[config.mk]
export PLATFORM = sky130hd
export DESIGN_NAME = svm_mdu
export DESIGN_NICKNAME = d
export VERILOG_FILES = /design/src/hdl/svm_pkg.sv /design/src/hdl/svm_mdu.sv
export SDC_FILE = /design/constraint.sdc
export NUM_CORES = 1
export LEC_CHECK = 0
export BUFFER_PORTS_ARGS = -buffer_cell sky130_fd_sc_hd__buf_2
export CAP_MARGIN = 0
export CORE_UTILIZATION = 35
export DETAILED_ROUTE_END_ITERATION = 12
export PLACE_DENSITY_LB_ADDON = 0.3
export SYNTH_ARGS = -nofsm -noshare
export SYNTH_HDL_FRONTEND = slang
export SYNTH_SLANG_ARGS = --single-unit
[constraint.sdc]
create_clock -name clk_i -period 11.2 [get_ports clk_i]
set_input_delay 0.56 -clock clk_i [delete_from_list [all_inputs] [get_ports clk_i]]
set_output_delay 0.56 -clock clk_i [all_outputs]
set_load 0.05 [all_outputs]
[src/hdl/svm_pkg.sv]
// Shared types, opcode and status codes for the stack machine step unit.
package svm_pkg;

  typedef enum logic [5:0] {
    OP_LEA  = 6'd0,  OP_IMM  = 6'd1,  OP_JMP  = 6'd2,  OP_CALL = 6'd3,
    OP_JZ   = 6'd4,  OP_JNZ  = 6'd5,  OP_ENT  = 6'd6,  OP_ADJ  = 6'd7,
    OP_LEV  = 6'd8,  OP_LI   = 6'd9,  OP_LC   = 6'd10, OP_SI   = 6'd11,
    OP_SC   = 6'd12, OP_PUSH = 6'd13, OP_OR   = 6'd14, OP_XOR  = 6'd15,
    OP_AND  = 6'd16, OP_EQ   = 6'd17, OP_NE   = 6'd18, OP_LT   = 6'd19,
    OP_GT   = 6'd20, OP_LE   = 6'd21, OP_GE   = 6'd22, OP_SHL  = 6'd23,
    OP_SHR  = 6'd24, OP_ADD  = 6'd25, OP_SUB  = 6'd26, OP_MUL  = 6'd27,
    OP_DIV  = 6'd28, OP_MOD  = 6'd29, OP_OPEN = 6'd30, OP_READ = 6'd31,
    OP_CLOS = 6'd32, OP_PRTF = 6'd33, OP_MALC = 6'd34, OP_MSET = 6'd35,
    OP_MCMP = 6'd36, OP_EXIT = 6'd37
  } opcode_e;

  typedef enum logic [1:0] {
    STS_RUN    = 2'd0,
    STS_EXITED = 2'd1,
    STS_UNSUP  = 2'd2,
    STS_FAULT  = 2'd3
  } status_e;

  typedef enum logic [1:0] {
    MDU_MUL = 2'd0,
    MDU_DIV = 2'd1,
    MDU_MOD = 2'd2
  } mdu_op_e;

  typedef struct packed {
    logic    start;
    mdu_op_e op;
  } mdu_req_t;

  function automatic logic [63:0] byte_sext(input logic [7:0] b);
    return {{56{b[7]}}, b};
  endfunction

endpackage

[src/hdl/svm_mdu.sv]
// Iterative one-bit-per-cycle multiply, divide and modulo unit.
module svm_mdu (
  input  logic              clk_i,
  input  logic              rst_ni,
  input  svm_pkg::mdu_req_t req_i,
  input  logic [63:0]       x_i,
  input  logic [63:0]       a_i,
  output logic              done_o,
  output logic [63:0]       result_o
);

  typedef enum logic [2:0] {
    M_IDLE = 3'b001,
    M_RUN  = 3'b010,
    M_FIX  = 3'b100
  } mstate_e;

  mstate_e          st_q, st_d;
  svm_pkg::mdu_op_e op_q, op_d;
  logic [5:0]       cnt_q, cnt_d;
  logic [63:0]      p_q, p_d, m_q, m_d, b_q, b_d, res_q, res_d;
  logic             negq_q, negq_d, negr_q, negr_d, spec_q, spec_d, done_q, done_d;
  logic [63:0]      rs;
  logic             ge;

  always_comb begin
    st_d   = st_q;
    op_d   = op_q;
    cnt_d  = cnt_q;
    p_d    = p_q;
    m_d    = m_q;
    b_d    = b_q;
    res_d  = res_q;
    negq_d = negq_q;
    negr_d = negr_q;
    spec_d = spec_q;
    done_d = 1'b0;
    rs     = {p_q[62:0], b_q[63]};
    ge     = rs >= m_q;
    unique case (st_q)
      M_IDLE: begin
        if (req_i.start) begin
          op_d   = req_i.op;
          cnt_d  = '0;
          p_d    = '0;
          spec_d = 1'b0;
          if (req_i.op == svm_pkg::MDU_MUL) begin
            m_d  = x_i;
            b_d  = a_i;
            st_d = M_RUN;
          end else if (a_i == 64'd0) begin
            spec_d = 1'b1;
            st_d   = M_FIX;
          end else if (a_i == '1) begin
            spec_d = 1'b1;
            p_d    = (req_i.op == svm_pkg::MDU_DIV) ? 64'd0 - x_i : 64'd0;
            st_d   = M_FIX;
          end else begin
            m_d    = a_i[63] ? 64'd0 - a_i : a_i;
            b_d    = x_i[63] ? 64'd0 - x_i : x_i;
            negq_d = x_i[63] ^ a_i[63];
            negr_d = x_i[63];
            st_d   = M_RUN;
          end
        end
      end
      M_RUN: begin
        if (op_q == svm_pkg::MDU_MUL) begin
          p_d = p_q + (b_q[0] ? m_q : 64'd0);
          m_d = m_q << 1;
          b_d = b_q >> 1;
        end else begin
          b_d = {b_q[62:0], ge};
          p_d = ge ? rs - m_q : rs;
        end
        cnt_d = cnt_q + 6'd1;
        if (cnt_q == 6'd63) begin
          st_d = M_FIX;
        end
      end
      M_FIX: begin
        done_d = 1'b1;
        if (spec_q || op_q == svm_pkg::MDU_MUL) begin
          res_d = p_q;
        end else if (op_q == svm_pkg::MDU_DIV) begin
          res_d = negq_q ? 64'd0 - b_q : b_q;
        end else begin
          res_d = negr_q ? 64'd0 - p_q : p_q;
        end
        st_d = M_IDLE;
      end
      default: st_d = M_IDLE;
    endcase
  end

  always_ff @(posedge clk_i or negedge rst_ni) begin
    if (!rst_ni) begin
      st_q   <= M_IDLE;
      done_q <= 1'b0;
    end else begin
      st_q   <= st_d;
      done_q <= done_d;
    end
  end

  always_ff @(posedge clk_i) begin
    op_q   <= op_d;
    cnt_q  <= cnt_d;
    p_q    <= p_d;
    m_q    <= m_d;
    b_q    <= b_d;
    res_q  <= res_d;
    negq_q <= negq_d;
    negr_q <= negr_d;
    spec_q <= spec_d;
  end

  assign done_o   = done_q;
  assign result_o = res_q;

endmodule

==> results by group <==
Timing
  • Pins Over Slew Limit: 0
  • RSZ-0062 raised after global routing: false
  • Tmin final: 5.48 ns
  • Final setup TNS: 0 ns
  • Worst-Margin Slew: 1.14 ns
  • Period utilization: 0.489
  • Finish-stage setup viols: 0
  • Fmax: 182 MHz
  • Worst slew margin: 0.230
  • Final Skew: 0.0337 ns
  • Final Hold Fails: 0
  • WHS: 0.297 ns

Clock tree
  • CTS resizes: 0
  • H-tree level count: 2
  • Root Driver: clkbuf_16
  • Hold_buf cts: 1
  • CTS Buffer Depth: 3
  • Worst-Skew Late Latency: 0.60 ns
  • Cts bufs inserted: 38
  • CTS tree: done
  • Postcts setup bufs: 0
  • Worst-path clk slew: 0.06 ns
  • # clock sinks: 271

Layout
  • Fillers: 8289
  • Sequential cell area: 8120 µm²
  • Layout Cells excl Fill: 4767
  • Final net count: 3949
  • Share of post-route cells with drive strength above 1: 0.101
  • Final core occ: 0.396
  • Footprint of the multi-input gates: 18900 µm²
  • P&R area growth vs syn: 11.2%

Synth
  • Async set-reset flop share out of synthesis: 0.0148
  • Synth Flop Type: edfxtp_1
  • Net count after synthesis: 3921
  • Flops & latches, synth: 271
  • Yosys cell types: 85
  • EDFF count, synth: 267
  • Mapped Area: 28200 µm²
  • Synth area leader: edfxtp_1
  • Seq/Total Area, Yosys: 0.288
  • Synthesized area per cell: 7.73 µm²
  • Top cells by area, synth: edfxtp_1 (28%), xor2_1 (6.4%), nand2_1 (6.4%)
  • Yosys top cell area share: 0.284
  • Synth warn: 0
  • Post-Synthesis Cells: 3652

Place
  • IO Port Bufs: 197
  • DP Wirelength: 94400 µm
  • Inst Count DP: 4689
  • Routability cong.: 0.984

Worst setup path
  • Setup crit start kind: flop
  • CP endpoint kind: flop
  • Critical Path Fanout Max: 24
  • Cell count of the worst reg-to-reg path: 16
  • Worst path arrival time: 5.78 ns
  • Start of the worst register-to-register path: b_q[63]
  • Crit Path Class: reg2reg
  • Worst r2r dst: p_q[40]
  • R2R Setup Slk: 5.72 ns
  • Worst Path Required: 11.50 ns

Die
  • Rows: 103
  • CORE AREA: 79400 µm²
  • # IOs: 198
  • Die height: 286 µm
  • DIE AREA: 81800 µm²
  • Initial Utilization: 0.356
  • Chip width: 286 µm

Detailed routing
  • Wire length on met1: 54100 µm
  • Post-route DRC: 0
  • Routed wire per std cell: 25.8 µm
  • Initial DRC count: 4366
  • Vias: 30100
  • Metal2 WL: 49400 µm
  • DRT Pass-1 Iters: 6
  • Top Layer Used: met5
  • Metal3 WL: 15000 µm
  • Routed wire length: 123000 µm
  • Post-DRT Antenna Nets: 0
  • DR vias/cell: 6.31

GRT
  • First-pass GRT wire length: 179000 µm
  • Initial antenna violation count: 15
  • Gr ovfl total: 0
  • Number of global-route vias before repair: 26900
  • Total track usage: 0.290
  • Pin count of the biggest net entering global routing: 98

Power
  • PD cells: 287 nW/µm²
  • VDD IR max: 0.000186 V
  • Power Total: 0.00902 W
  • Leak: 11.7 nW

Run status
  • Status: finished, final reports clean

Flow run
  • Max Cap Viol: 0

Min path
  • Min-delay worst type: in2async
[layout make-up]
cell class                      count  area share
Clock buffer                       41      0.0316
Multi-Input combinational cell   3031       0.601
Antenna cell                        7    0.000558
Inverter                          105      0.0126
Sequential cell                   271       0.259
Timing Repair Buffer              233      0.0401
Clock inverter                     29      0.0135
Tap cell                         1050      0.0418
[Yosys cell counts (58+ instances only)]
| cell type | count |
|---|---|
| a211oi_1 | 75 |
| a21o_1 | 58 |
| a21oi_1 | 306 |
| a31oi_1 | 85 |
| clkbuf_1 | 221 |
| edfxtp_1 | 267 |
| ha_1 | 134 |
| inv_1 | 104 |
| nand2_1 | 479 |
| nand3_1 | 59 |
| nand4_1 | 68 |
| nor2_1 | 334 |
| nor3_1 | 63 |
| o21ai_0 | 327 |
| o31ai_1 | 67 |
| or3_1 | 62 |
| xnor2_1 | 157 |
| xor2_1 | 206 |
[critical path, cell delays in order, from the launching register on]
cell      delay (ns)
edfxtp_1        0.60
inv_1           0.09
ha_1            0.23
fa_1            0.41
nand2b_1        0.19
a211oi_1        0.60
o311ai_0        0.27
a21boi_1        0.41
nor3_1          0.09
or4_1           0.53
a211o_1         0.38
nand2_1         0.08
buf_4           0.39
nor2_1          0.09
buf_4           0.23
a222oi_1        0.41
o211ai_1        0.14
[worst max-delay path by stage]
stage | depth (start not counted) | slack (ns) | start | endpoint
final | 16 | 5.72 | b_q[63] | p_q[40]
after floorplan | 10 | 4.58 | a_i[15] | m_q[0]
after CTS | 16 | 5.81 | b_q[63] | p_q[40]
after detailed placement | 16 | 5.85 | b_q[63] | p_q[40]
after global placement | 16 | 5.95 | b_q[63] | p_q[61]
after global routing | 16 | 5.52 | b_q[63] | p_q[40]
[flip-flops by register name (all words and copies together) (netlist names)]
signal    count
cnt_q         6
negr_q        1
spec_q        1
st_q          3
m_q          64
negq_q        1
b_q          64
result_o     64
op_q          2
done_o        1
p_q          64
[per-layer routing]
metal	vias to the layer above	global-route usage
met5	-	0
met4	6	0.103
met3	199	0.0556
met2	1907	0.403
met1	14400	0.436
li1	13600	-
[cell usage in the layout, fill, tap and decap left out, types with 12 or more instances in the layout]
master     instances
nand2_1          479
nor2_1           329
o21ai_0          327
a21oi_1          306
edfxtp_1         267
xor2_1           206
buf_2            197
xnor2_1          157
ha_1             134
inv_1            103
a31oi_1           85
a211oi_1          75
nand4_1           68
o31ai_1           67
nor3_1            62
or3_1             62
nand3_1           59
a21o_1            58
o211ai_1          54
o22ai_1           49
or4_1             41
clkbuf_16         39
buf_4             35
nor4_1            34
nand2b_1          31
o21bai_1          30
a22oi_1           28
o41ai_1           27
or2_2             21
nor2b_1           19
o21a_1            18
and3_1            16
a32oi_1           15
mux2_2            15
and2_1            14
o221ai_1          12
[per-stage QoR]
| step | area (µm²) | worst slack (ns) |
|---|---|---|
| final | 31400 | 5.72 |
| after global placement | 30000 | 5.95 |
| after CTS | 31400 | 5.81 |
| after global routing | 31400 | 5.52 |
| after floorplan | 28200 | 4.58 |
| after detailed placement | 30000 | 5.85 |
[power by group]
| group | internal, W | switching [W] | total [W] |
|---|---|---|---|
| logic | 0.00181 | 0.00368 | 0.00549 |
| registers | 0.00162 | 0.000492 | 0.00212 |
| clock network | 0.000859 | 0.000553 | 0.00141 |
[kinds of logic after synthesis]
| kind of cell | count (synthesis) | share of synthesized area |
|---|---|---|
| AO/OA/AOI/OAI | 1218 | 0.268 |
| XOR/XNOR | 363 | 0.113 |
| adder cells (fa/ha/maj) | 136 | 0.0608 |
| buffers and inverters | 350 | 0.0470 |
| flip-flops | 271 | 0.288 |
| multiplexers | 25 | 0.00953 |
| AND/OR/NAND/NOR | 1289 | 0.214 |
(Power assumes the default switching activity.)
